**src/hw/rtl/ifsc_pkg.sv**
```systemverilog
// shared types, constants and rounding helper for the imu fifo sample converter
package ifsc_pkg;

    localparam logic [3:0] LAST_POS = 4'd11;

    // configuration register indexes
    localparam logic [3:0] CFG_ACCEL_SCALE = 4'd0;
    localparam logic [3:0] CFG_GYRO_SCALE  = 4'd1;
    localparam logic [3:0] CFG_GYRO_BIAS_X = 4'd2;
    localparam logic [3:0] CFG_GYRO_BIAS_Y = 4'd3;
    localparam logic [3:0] CFG_GYRO_BIAS_Z = 4'd4;
    localparam logic [3:0] CFG_TILT_CROSS  = 4'd5;
    localparam logic [3:0] CFG_TILT_DIRECT = 4'd6;
    localparam logic [3:0] CFG_TILT_ENABLE = 4'd7;

    // operations of the shared multiplier, one per step
    localparam logic [3:0] OP_ACCEL_X  = 4'd0;
    localparam logic [3:0] OP_ACCEL_Y  = 4'd1;
    localparam logic [3:0] OP_ACCEL_Z  = 4'd2;
    localparam logic [3:0] OP_RATE_X   = 4'd3;
    localparam logic [3:0] OP_RATE_Y   = 4'd4;
    localparam logic [3:0] OP_RATE_Z   = 4'd5;
    localparam logic [3:0] OP_YAW_CROSS  = 4'd6;
    localparam logic [3:0] OP_YAW_DIRECT = 4'd7;

    localparam logic signed [59:0] SAT_MAX = 60'sd2147483647;
    localparam logic signed [59:0] SAT_MIN = -60'sd2147483648;

    typedef logic [15:0] raw_t;
    typedef raw_t [5:0] sample_t;

    typedef struct packed {
        logic        push;
        sample_t     sample;
    } smp_push_t;

    typedef struct packed {
        logic        [31:0] accel_scale;
        logic        [31:0] gyro_scale;
        logic signed [23:0] gyro_bias_x;
        logic signed [23:0] gyro_bias_y;
        logic signed [23:0] gyro_bias_z;
        logic signed [23:0] tilt_cross_coef;
        logic signed [23:0] tilt_direct_coef;
        logic               tilt_enable;
    } cfg_t;

    typedef enum logic [1:0] {
        ENG_IDLE,
        ENG_RUN,
        ENG_DONE
    } eng_state_t;

    // round half up, shift right by 16 or 8, saturate to 32 bits
    function automatic logic signed [31:0] round_sat(input logic signed [58:0] x,
                                                     input logic wide_shift);
        logic signed [59:0] y;
        logic signed [59:0] s;
        y = {x[58], x} + (wide_shift ? 60'sd32768 : 60'sd128);
        s = wide_shift ? (y >>> 16) : (y >>> 8);
        if (s > SAT_MAX)
            return 32'sh7fffffff;
        else if (s < SAT_MIN)
            return 32'sh80000000;
        else
            return s[31:0];
    endfunction

endpackage

```
**src/hw/rtl/ifsc_framer.sv**
```systemverilog
// byte framer: collects twelve fifo bytes into one sample of six raw values
module ifsc_framer
    import ifsc_pkg::*;
(
    input  logic       clk,
    input  logic       rst_n,
    input  logic       byte_valid,
    output logic       byte_stall,
    input  logic [7:0] fifo_byte,
    input  logic       burst_start,
    input  logic       q_full,
    output smp_push_t  push
);

    logic [3:0] pos_reg;
    logic [3:0] pos_next;
    logic [3:0] pos_eff;
    logic       is_last;
    logic       accept;
    logic [7:0] bytes_reg [0:10];

    assign pos_eff    = burst_start ? 4'd0 : pos_reg;
    assign is_last    = (pos_eff == LAST_POS);
    // only the closing byte needs room in the queue
    assign byte_stall = q_full & is_last;
    assign accept     = byte_valid & ~byte_stall;

    always_comb
    begin
        pos_next = pos_reg;
        if (accept)
        begin
            pos_next = is_last ? 4'd0 : pos_eff + 4'd1;
        end
    end

    always_ff @(posedge clk or negedge rst_n)
    begin
        if (!rst_n)
        begin
            pos_reg <= 4'd0;
        end
        else
        begin
            pos_reg <= pos_next;
        end
    end

    always_ff @(posedge clk)
    begin
        if (accept && !is_last)
        begin
            bytes_reg[pos_eff] <= fifo_byte;
        end
    end

    // big-endian pairs, the last low byte comes straight from the port
    genvar i;
    generate
        for (i = 0; i < 5; i++)
        begin : g_axis
            assign push.sample[i] = {bytes_reg[2*i], bytes_reg[2*i+1]};
        end
    endgenerate
    assign push.sample[5] = {bytes_reg[10], fifo_byte};
    assign push.push      = accept & is_last;

endmodule

```
**src/hw/rtl/ifsc_queue.sv**
```systemverilog
// two-entry sample queue between the framer and the arithmetic engine
module ifsc_queue
    import ifsc_pkg::*;
(
    input  logic      clk,
    input  logic      rst_n,
    input  smp_push_t push,
    input  logic      pop,
    output logic      full,
    output logic      empty,
    output sample_t   head
);

    sample_t    mem_reg [0:1];
    logic       wr_ptr_reg;
    logic       wr_ptr_next;
    logic       rd_ptr_reg;
    logic       rd_ptr_next;
    logic [1:0] count_reg;
    logic [1:0] count_next;
    logic       do_push;
    logic       do_pop;

    assign full    = (count_reg == 2'd2);
    assign empty   = (count_reg == 2'd0);
    assign do_push = push.push & ~full;
    assign do_pop  = pop & ~empty;
    assign head    = mem_reg[rd_ptr_reg];

    always_comb
    begin
        wr_ptr_next = wr_ptr_reg ^ do_push;
        rd_ptr_next = rd_ptr_reg ^ do_pop;
        count_next  = count_reg + {1'b0, do_push} - {1'b0, do_pop};
    end

    always_ff @(posedge clk or negedge rst_n)
    begin
        if (!rst_n)
        begin
            wr_ptr_reg <= 1'b0;
            rd_ptr_reg <= 1'b0;
            count_reg  <= 2'd0;
        end
        else
        begin
            wr_ptr_reg <= wr_ptr_next;
            rd_ptr_reg <= rd_ptr_next;
            count_reg  <= count_next;
        end
    end

    always_ff @(posedge clk)
    begin
        if (do_push)
        begin
            mem_reg[wr_ptr_reg] <= push.sample;
        end
    end

endmodule

```
**src/hw/rtl/ifsc_engine.sv**
```systemverilog
// arithmetic engine: one shared multiplier stepped over the six axes and the yaw terms
module ifsc_engine
    import ifsc_pkg::*;
(
    input  logic               clk,
    input  logic               rst_n,
    input  cfg_t               cfg,
    input  logic               q_empty,
    input  sample_t            q_head,
    output logic               q_pop,
    output logic               result_valid,
    input  logic               result_stall,
    output logic signed [31:0] accel_x,
    output logic signed [31:0] accel_y,
    output logic signed [31:0] accel_z,
    output logic signed [31:0] rate_x,
    output logic signed [31:0] rate_y,
    output logic signed [31:0] yaw_rate
);

    eng_state_t         state_reg;
    eng_state_t         state_next;
    logic [3:0]         step_reg;
    logic [3:0]         step_next;
    logic signed [57:0] prod_reg;
    logic signed [57:0] prod_next;
    logic signed [57:0] acc_reg;
    logic signed [31:0] res_reg [0:5];
    logic signed [31:0] out_reg [0:5];
    logic               out_valid_reg;
    logic               out_valid_next;

    logic               out_free;
    logic               load;
    logic               post_en;
    logic [3:0]         post_op;
    logic signed [31:0] post_val;
    logic signed [58:0] yaw_sum;
    logic signed [31:0] yaw_val;
    logic signed [32:0] op_a;
    logic signed [24:0] op_b;
    logic signed [15:0] raw_sel;
    logic signed [23:0] bias_sel;

    assign out_free = ~out_valid_reg | ~result_stall;
    assign load     = (state_reg == ENG_DONE) & out_free;
    assign q_pop    = load;

    always_comb
    begin
        state_next = state_reg;
        step_next  = step_reg;
        unique case (state_reg)
            ENG_IDLE:
            begin
                if (!q_empty)
                begin
                    state_next = ENG_RUN;
                    step_next  = OP_ACCEL_X;
                end
            end
            ENG_RUN:
            begin
                step_next = step_reg + 4'd1;
                if (step_reg == OP_YAW_DIRECT)
                begin
                    state_next = ENG_DONE;
                end
            end
            ENG_DONE:
            begin
                if (out_free)
                begin
                    state_next = ENG_IDLE;
                end
            end
            default:
            begin
                state_next = ENG_IDLE;
            end
        endcase
    end

    // operand selection for the current step
    always_comb
    begin
        raw_sel = $signed(q_head[step_reg[2:0]]);
        unique case (step_reg)
            OP_RATE_X: bias_sel = cfg.gyro_bias_x;
            OP_RATE_Y: bias_sel = cfg.gyro_bias_y;
            default:   bias_sel = cfg.gyro_bias_z;
        endcase
        unique case (step_reg)
            OP_ACCEL_X, OP_ACCEL_Y, OP_ACCEL_Z:
            begin
                op_a = $signed({1'b0, cfg.accel_scale});
                op_b = {{9{raw_sel[15]}}, raw_sel};
            end
            OP_RATE_X, OP_RATE_Y, OP_RATE_Z:
            begin
                op_a = $signed({1'b0, cfg.gyro_scale});
                op_b = $signed({raw_sel[15], raw_sel, 8'h00}) - {bias_sel[23], bias_sel};
            end
            OP_YAW_CROSS:
            begin
                op_a = {res_reg[4][31], res_reg[4]};
                op_b = {cfg.tilt_cross_coef[23], cfg.tilt_cross_coef};
            end
            OP_YAW_DIRECT:
            begin
                op_a = {res_reg[5][31], res_reg[5]};
                op_b = {cfg.tilt_direct_coef[23], cfg.tilt_direct_coef};
            end
            default:
            begin
                op_a = '0;
                op_b = '0;
            end
        endcase
        prod_next = (state_reg == ENG_RUN) ? op_a * op_b : prod_reg;
    end

    // the previous step's product is rounded now; the yaw products stay whole
    assign post_en  = (state_reg == ENG_RUN) && (step_reg != OP_ACCEL_X);
    assign post_op  = step_reg - 4'd1;
    assign post_val = round_sat({prod_reg[57], prod_reg}, post_op >= OP_RATE_X);
    assign yaw_sum  = {acc_reg[57], acc_reg} + {prod_reg[57], prod_reg};
    assign yaw_val  = cfg.tilt_enable ? round_sat(yaw_sum, 1'b1) : res_reg[5];

    always_comb
    begin
        out_valid_next = out_valid_reg & result_stall;
        if (load)
        begin
            out_valid_next = 1'b1;
        end
    end

    always_ff @(posedge clk or negedge rst_n)
    begin
        if (!rst_n)
        begin
            state_reg     <= ENG_IDLE;
            step_reg      <= 4'd0;
            out_valid_reg <= 1'b0;
        end
        else
        begin
            state_reg     <= state_next;
            step_reg      <= step_next;
            out_valid_reg <= out_valid_next;
        end
    end

    always_ff @(posedge clk)
    begin
        prod_reg <= prod_next;
        if (post_en)
        begin
            if (post_op == OP_YAW_CROSS)
            begin
                acc_reg <= prod_reg;
            end
            else
            begin
                res_reg[post_op[2:0]] <= post_val;
            end
        end
        if (load)
        begin
            out_reg[0] <= res_reg[0];
            out_reg[1] <= res_reg[1];
            out_reg[2] <= res_reg[2];
            out_reg[3] <= res_reg[3];
            out_reg[4] <= res_reg[4];
            out_reg[5] <= yaw_val;
        end
    end

    assign result_valid = out_valid_reg;
    assign accel_x      = out_reg[0];
    assign accel_y      = out_reg[1];
    assign accel_z      = out_reg[2];
    assign rate_x       = out_reg[3];
    assign rate_y       = out_reg[4];
    assign yaw_rate     = out_reg[5];

endmodule

```
**src/hw/rtl/imu_fifo_sample_converter_core.sv**
```systemverilog
// top level of the imu fifo sample converter: config registers, framer, queue, engine
// takes one fifo byte per cycle while byte_stall is low; every twelfth byte of a frame
// completes a sample, which passes from the queue through the engine's idle, run and done
// states into the output registers; the engine steps each sample over one shared
// multiplier, keeping up with one byte per cycle; the two-entry queue absorbs output stalls
// reset: asynchronous, clears framing, queue and output valid; config takes its reset values
module imu_fifo_sample_converter_core
    import ifsc_pkg::*;
(
    input  logic               clk,
    input  logic               rst_n,
    input  logic               byte_valid,
    output logic               byte_stall,
    input  logic [7:0]         fifo_byte,
    input  logic               burst_start,
    output logic               result_valid,
    input  logic               result_stall,
    output logic signed [31:0] accel_x,
    output logic signed [31:0] accel_y,
    output logic signed [31:0] accel_z,
    output logic signed [31:0] rate_x,
    output logic signed [31:0] rate_y,
    output logic signed [31:0] yaw_rate,
    input  logic               cfg_we,
    input  logic [3:0]         cfg_index,
    input  logic [31:0]        cfg_data
);

    cfg_t      cfg_reg;
    cfg_t      cfg_next;
    smp_push_t push;
    logic      q_full;
    logic      q_empty;
    logic      q_pop;
    sample_t   q_head;

    always_comb
    begin
        cfg_next = cfg_reg;
        if (cfg_we)
        begin
            unique case (cfg_index)
                CFG_ACCEL_SCALE: cfg_next.accel_scale      = cfg_data;
                CFG_GYRO_SCALE:  cfg_next.gyro_scale       = cfg_data;
                CFG_GYRO_BIAS_X: cfg_next.gyro_bias_x      = cfg_data[23:0];
                CFG_GYRO_BIAS_Y: cfg_next.gyro_bias_y      = cfg_data[23:0];
                CFG_GYRO_BIAS_Z: cfg_next.gyro_bias_z      = cfg_data[23:0];
                CFG_TILT_CROSS:  cfg_next.tilt_cross_coef  = cfg_data[23:0];
                CFG_TILT_DIRECT: cfg_next.tilt_direct_coef = cfg_data[23:0];
                CFG_TILT_ENABLE: cfg_next.tilt_enable      = cfg_data[0];
                default:         cfg_next = cfg_reg;
            endcase
        end
    end

    always_ff @(posedge clk or negedge rst_n)
    begin
        if (!rst_n)
        begin
            cfg_reg.accel_scale      <= 32'd0;
            cfg_reg.gyro_scale       <= 32'd0;
            cfg_reg.gyro_bias_x      <= 24'sd0;
            cfg_reg.gyro_bias_y      <= 24'sd0;
            cfg_reg.gyro_bias_z      <= 24'sd0;
            cfg_reg.tilt_cross_coef  <= 24'sd0;
            cfg_reg.tilt_direct_coef <= 24'sd65536;
            cfg_reg.tilt_enable      <= 1'b0;
        end
        else
        begin
            cfg_reg <= cfg_next;
        end
    end

    ifsc_framer u_framer (
        .clk         (clk),
        .rst_n       (rst_n),
        .byte_valid  (byte_valid),
        .byte_stall  (byte_stall),
        .fifo_byte   (fifo_byte),
        .burst_start (burst_start),
        .q_full      (q_full),
        .push        (push)
    );

    ifsc_queue u_queue (
        .clk   (clk),
        .rst_n (rst_n),
        .push  (push),
        .pop   (q_pop),
        .full  (q_full),
        .empty (q_empty),
        .head  (q_head)
    );

    ifsc_engine u_engine (
        .clk          (clk),
        .rst_n        (rst_n),
        .cfg          (cfg_reg),
        .q_empty      (q_empty),
        .q_head       (q_head),
        .q_pop        (q_pop),
        .result_valid (result_valid),
        .result_stall (result_stall),
        .accel_x      (accel_x),
        .accel_y      (accel_y),
        .accel_z      (accel_z),
        .rate_x       (rate_x),
        .rate_y       (rate_y),
        .yaw_rate     (yaw_rate)
    );

endmodule

```
**config.mk**
```make
export PLATFORM = sky130hd
export DESIGN_NAME = imu_fifo_sample_converter_core
export DESIGN_NICKNAME = d
export VERILOG_FILES = /design/src/hw/rtl/ifsc_pkg.sv /design/src/hw/rtl/ifsc_framer.sv /design/src/hw/rtl/ifsc_queue.sv /design/src/hw/rtl/ifsc_engine.sv /design/src/hw/rtl/imu_fifo_sample_converter_core.sv
export SDC_FILE = /design/constraint.sdc
export NUM_CORES = 2
export LEC_CHECK = 0
export ABC_AREA = 1
export BUFFER_PORTS_ARGS = -buffer_cell sky130_fd_sc_hd__buf_2
export CORE_ASPECT_RATIO = 0.9
export CORE_MARGIN = 3
export CORE_UTILIZATION = 50
export CTS_CLUSTER_DIAMETER = 150
export DETAILED_ROUTE_END_ITERATION = 8
export PLACE_DENSITY = 0.79
export SLEW_MARGIN = 30
export SYNTH_ARGS = -nofsm -noshare
export SYNTH_HDL_FRONTEND = slang
export SYNTH_HIERARCHICAL = 1
export SYNTH_SLANG_ARGS = --single-unit
```
**constraint.sdc**
```tcl
create_clock -name clk -period 10.6 [get_ports clk]
set_input_delay 0.53 -clock clk [delete_from_list [all_inputs] [get_ports clk]]
set_output_delay 0.53 -clock clk [all_outputs]
set_load 0.005 [all_outputs]
```
==> key figures <==
Critical path
  – Data arrival time at the worst-slack endpoint: 10630 ps
  – Crit-path slowest cell: sky130_fd_sc_hd__fa_1
  – Worst path most repeated cell: sky130_fd_sc_hd__fa_1
  – Register-to-register setup slack: 390 ps
  – Endpoint required time on the critical path: approximately 11000 ps
  – Type of origin of the critical path: register
  – Worst Path Max Fanout: 24
  – Delay of the slowest cell on the worst path: slightly below 700 ps
  – Cell family with most CP delay: adder cells
  – Category of the worst setup path capture point: register
  – Combined buffer and inverter count along the critical path: 6
  – Critical path type: register to register

Yosys
  – Most area-hungry cell type in the Yosys netlist: sky130_fd_sc_hd__edfxtp_1
  – Dominant register cell in the synthesized netlist: sky130_fd_sc_hd__edfxtp_1
  – Yosys warns: 6
  – Sequential area share after synthesis: about 38%
  – Mean instance size in the synthesized netlist: roughly 9.2 um2
  – Count of flip-flops with a built-in enable after synthesis: 780
  – Async set or reset register ratio after synthesis: just over 20%
  – Mapped cell area: 0.0753 mm2
  – Post-synthesis register bit count: ~1000
  – Portion of synthesized cell area occupied by the leading cell type: 31.1%
  – Synth top area cells: sky130_fd_sc_hd__edfxtp_1, sky130_fd_sc_hd__fa_1, sky130_fd_sc_hd__nand2_1, sky130_fd_sc_hd__inv_1, sky130_fd_sc_hd__dfrtp_1
  – Number of nets in the synthesized netlist: 9342
  – Gate Count Post-Synth: 8147
  – Post-synth cell types: 65

Clock network
  – Clock tree buffer depth: 3
  – TritonCTS clock tree: yes
  – CTS buffer count: 89
  – Sinks on the clock net: slightly below 1000
  – Clock insertion delay at the later pin of the skew report: 710 ps
  – Clock-pin slew on the worst setup and hold paths: ~70 ps
  – Root buffer selected by CTS: sky130_fd_sc_hd__clkbuf_16
  – H-tree levels: 3

STA
  – Number of max-slew violations in the final report: 0
  – Final setup violating endpoints: 0
  – Final clock period utilization by the worst path: between 90% and 100%
  – Clk_skew: 48.8 ps
  – Final Hold Vio Count: 0
  – Final worst path period need: between 10000 and 15000 ps
  – Slew Limit Headroom: 33.9%
  – Measured slew at the worst slew-check pin: 990 ps
  – Fmax: 97.9 MHz

Final layout
  – Final Core Density: 55.1%
  – Area Growth Syn to Fin: 9.00%
  – # nets final: between 9000 and 10000
  – Commonest non-fill, non-tap cell in the layout: sky130_fd_sc_hd__nand2_1
  – Fill cells: 13100
  – Highest-count cells in the layout ignoring fill and taps: sky130_fd_sc_hd__nand2_1, sky130_fd_sc_hd__inv_1, sky130_fd_sc_hd__fa_1
  – Sequential cell area: between 0.02 and 0.03 mm2
  – Footprint of the multi-input gates: around 0.040 mm2
  – Fraction of final layout cells sized beyond drive strength 1: just under 8%
  – Post-route cell area: 0.0820 mm2

Floorplan
  – Top-level port count: around 240
  – Die Area: about 0.16 mm2
  – Die width: roughly 410 um
  – Starting utilization of the core area: approximately half
  – Total core area: ~0.15 mm2
  – FP Rows: 134
  – Die height: 374 um

Global routing
  – Vias in the first global route: 57800
  – GR met2 Demand/Resource: 47.8%
  – Met1 routing resource usage after global routing: between 40% and 50%
  – Pin count of the biggest net entering global routing: between 80 and 90
  – Routing layer with the top usage in global route: met2
  – Global-route wire length before repair: about 360 mm
  – Antenna violations before repair: 19
  – Global router's overall resource usage: 31.2%
  – Remaining Overflow, GRT: 0
  – Met3 Track Usage GR: roughly 8.6%

Placement
  – Placed inst area: between 0.07 and 0.08 mm2
  – Final weighted congestion in routability-driven placement: 1.06
  – Number of input and output port buffers inserted: 243
  – HPWL after detailed placement: roughly 190 mm

Drt
  – Sum of routed wire length over all layers: around 240 mm
  – Drt pass-1 iters: 6
  – Total number of vias: slightly below 60000
  – Number of DRC violations after detailed routing: 0
  – Per-cell via count in the routed design: about 5.6
  – Routed wire length per instance: approximately 23 um
  – Number of DRC markers in iteration 0: 6468
  – Remaining antenna violation count: 0

Outcome
  – Status: finished clean

Run
  – Reported max-cap violation count: 0

Min path
  – Tightest Hold Check Type: input pin to register
==> kinds of logic (layout without fill, tap and decap cells) <==
logic type	Yosys count	in the layout	synth area share, %
AND/OR/NAND/NOR	3578	3578	19.4
buffers and inverters	1741	2012	9.16
adder cells (fa/ha/maj)	1145	1145	27.4
flip-flops	980	980	37.8
AO/OA/AOI/OAI	565	565	4.60
XOR/XNOR	130	130	1.51
multiplexers	8	8	0.106
other	0	11	0
==> synth_stat cells, drive strengths merged, types with 13 or more instances <==
cell type and number:
fa 843, nand2 2420, nand4 155, edfxtp 780, a21oi 199, nor2 620
inv 1433, xnor2 45, o22ai 23, and2 14, nor3 57, a22o 40
a31oi 25, o21bai 63, ha 302, clkbuf 131, buf 158, xor2 85
o21ai 166, nand3 280, clkinv 19, a221oi 13, dfrtp 199
==> worst min-delay path: cells and delay by family <==
kind	cells	cell delay [ps]
buffers and inverters	1	110
AND/OR/NAND/NOR	2	130
==> what timing repair did <==
action,in CTS,in global routing
gates resized for setup,0,25
setup endpoints to repair,0,27
hold buffers,1,0
buffers inserted,0,2
endpoints found under the hold margin,66,0
==> layout make-up <==
class | count | area share, %
antenna | 11 | 0.0336
clock buffer | 111 | 2.86
clock inverter | 56 | 0.782
inverter | 1452 | 6.70
multi-input combinational | 5426 | 48.9
sequential | 980 | 34.7
tap | 1972 | 3.01
timing repair buffer | 393 | 3.09
==> worst paths after layout <==
kind                                              startpoint                                end  cells past startpoint
setup / recovery            u_engine/step_reg[0]$_DFFE_PN0P_    u_engine/prod_reg[55]$_DFFE_PP_                     36
hold / removal                                  cfg_data[27]           cfg_reg[148]$_DFFE_PN0P_                      3
setup reg to reg            u_engine/step_reg[0]$_DFFE_PN0P_    u_engine/prod_reg[55]$_DFFE_PP_                     36
hold reg to reg            u_engine/res_reg[2][22]$_DFFE_PP_  u_engine/out_reg[2][22]$_DFFE_PP_                      0
max in group asynchronous                              rst_n            cfg_reg[34]$_DFFE_PN0P_                      4
min in group asynchronous                              rst_n    u_framer/pos_reg[0]$_DFFE_PN0N_                      2
==> layer usage <==
layer / wire length [um] / up-vias
met5: 42 / -
met3: 27400 / 540
met1: 95600 / 28600
li1: - / 25800
met2: 109000 / 3237
met4: 10700 / 8
==> through the flow <==
step                      cells  hold slack [ps]  setup WS [ps]  setup TNS [ps]
after global routing      10400             96.7          -26.4           -26.4
after global placement    10200              402            416               0
final                     10400              112            389               0
after detailed placement  10200              405            323               0
after floorplan            8147              234            934               0
after CTS                 10400             87.6            232               0
Power is not shown: default switching activity piles up to over one toggle a cycle in this logic, so the estimate is an artifact.
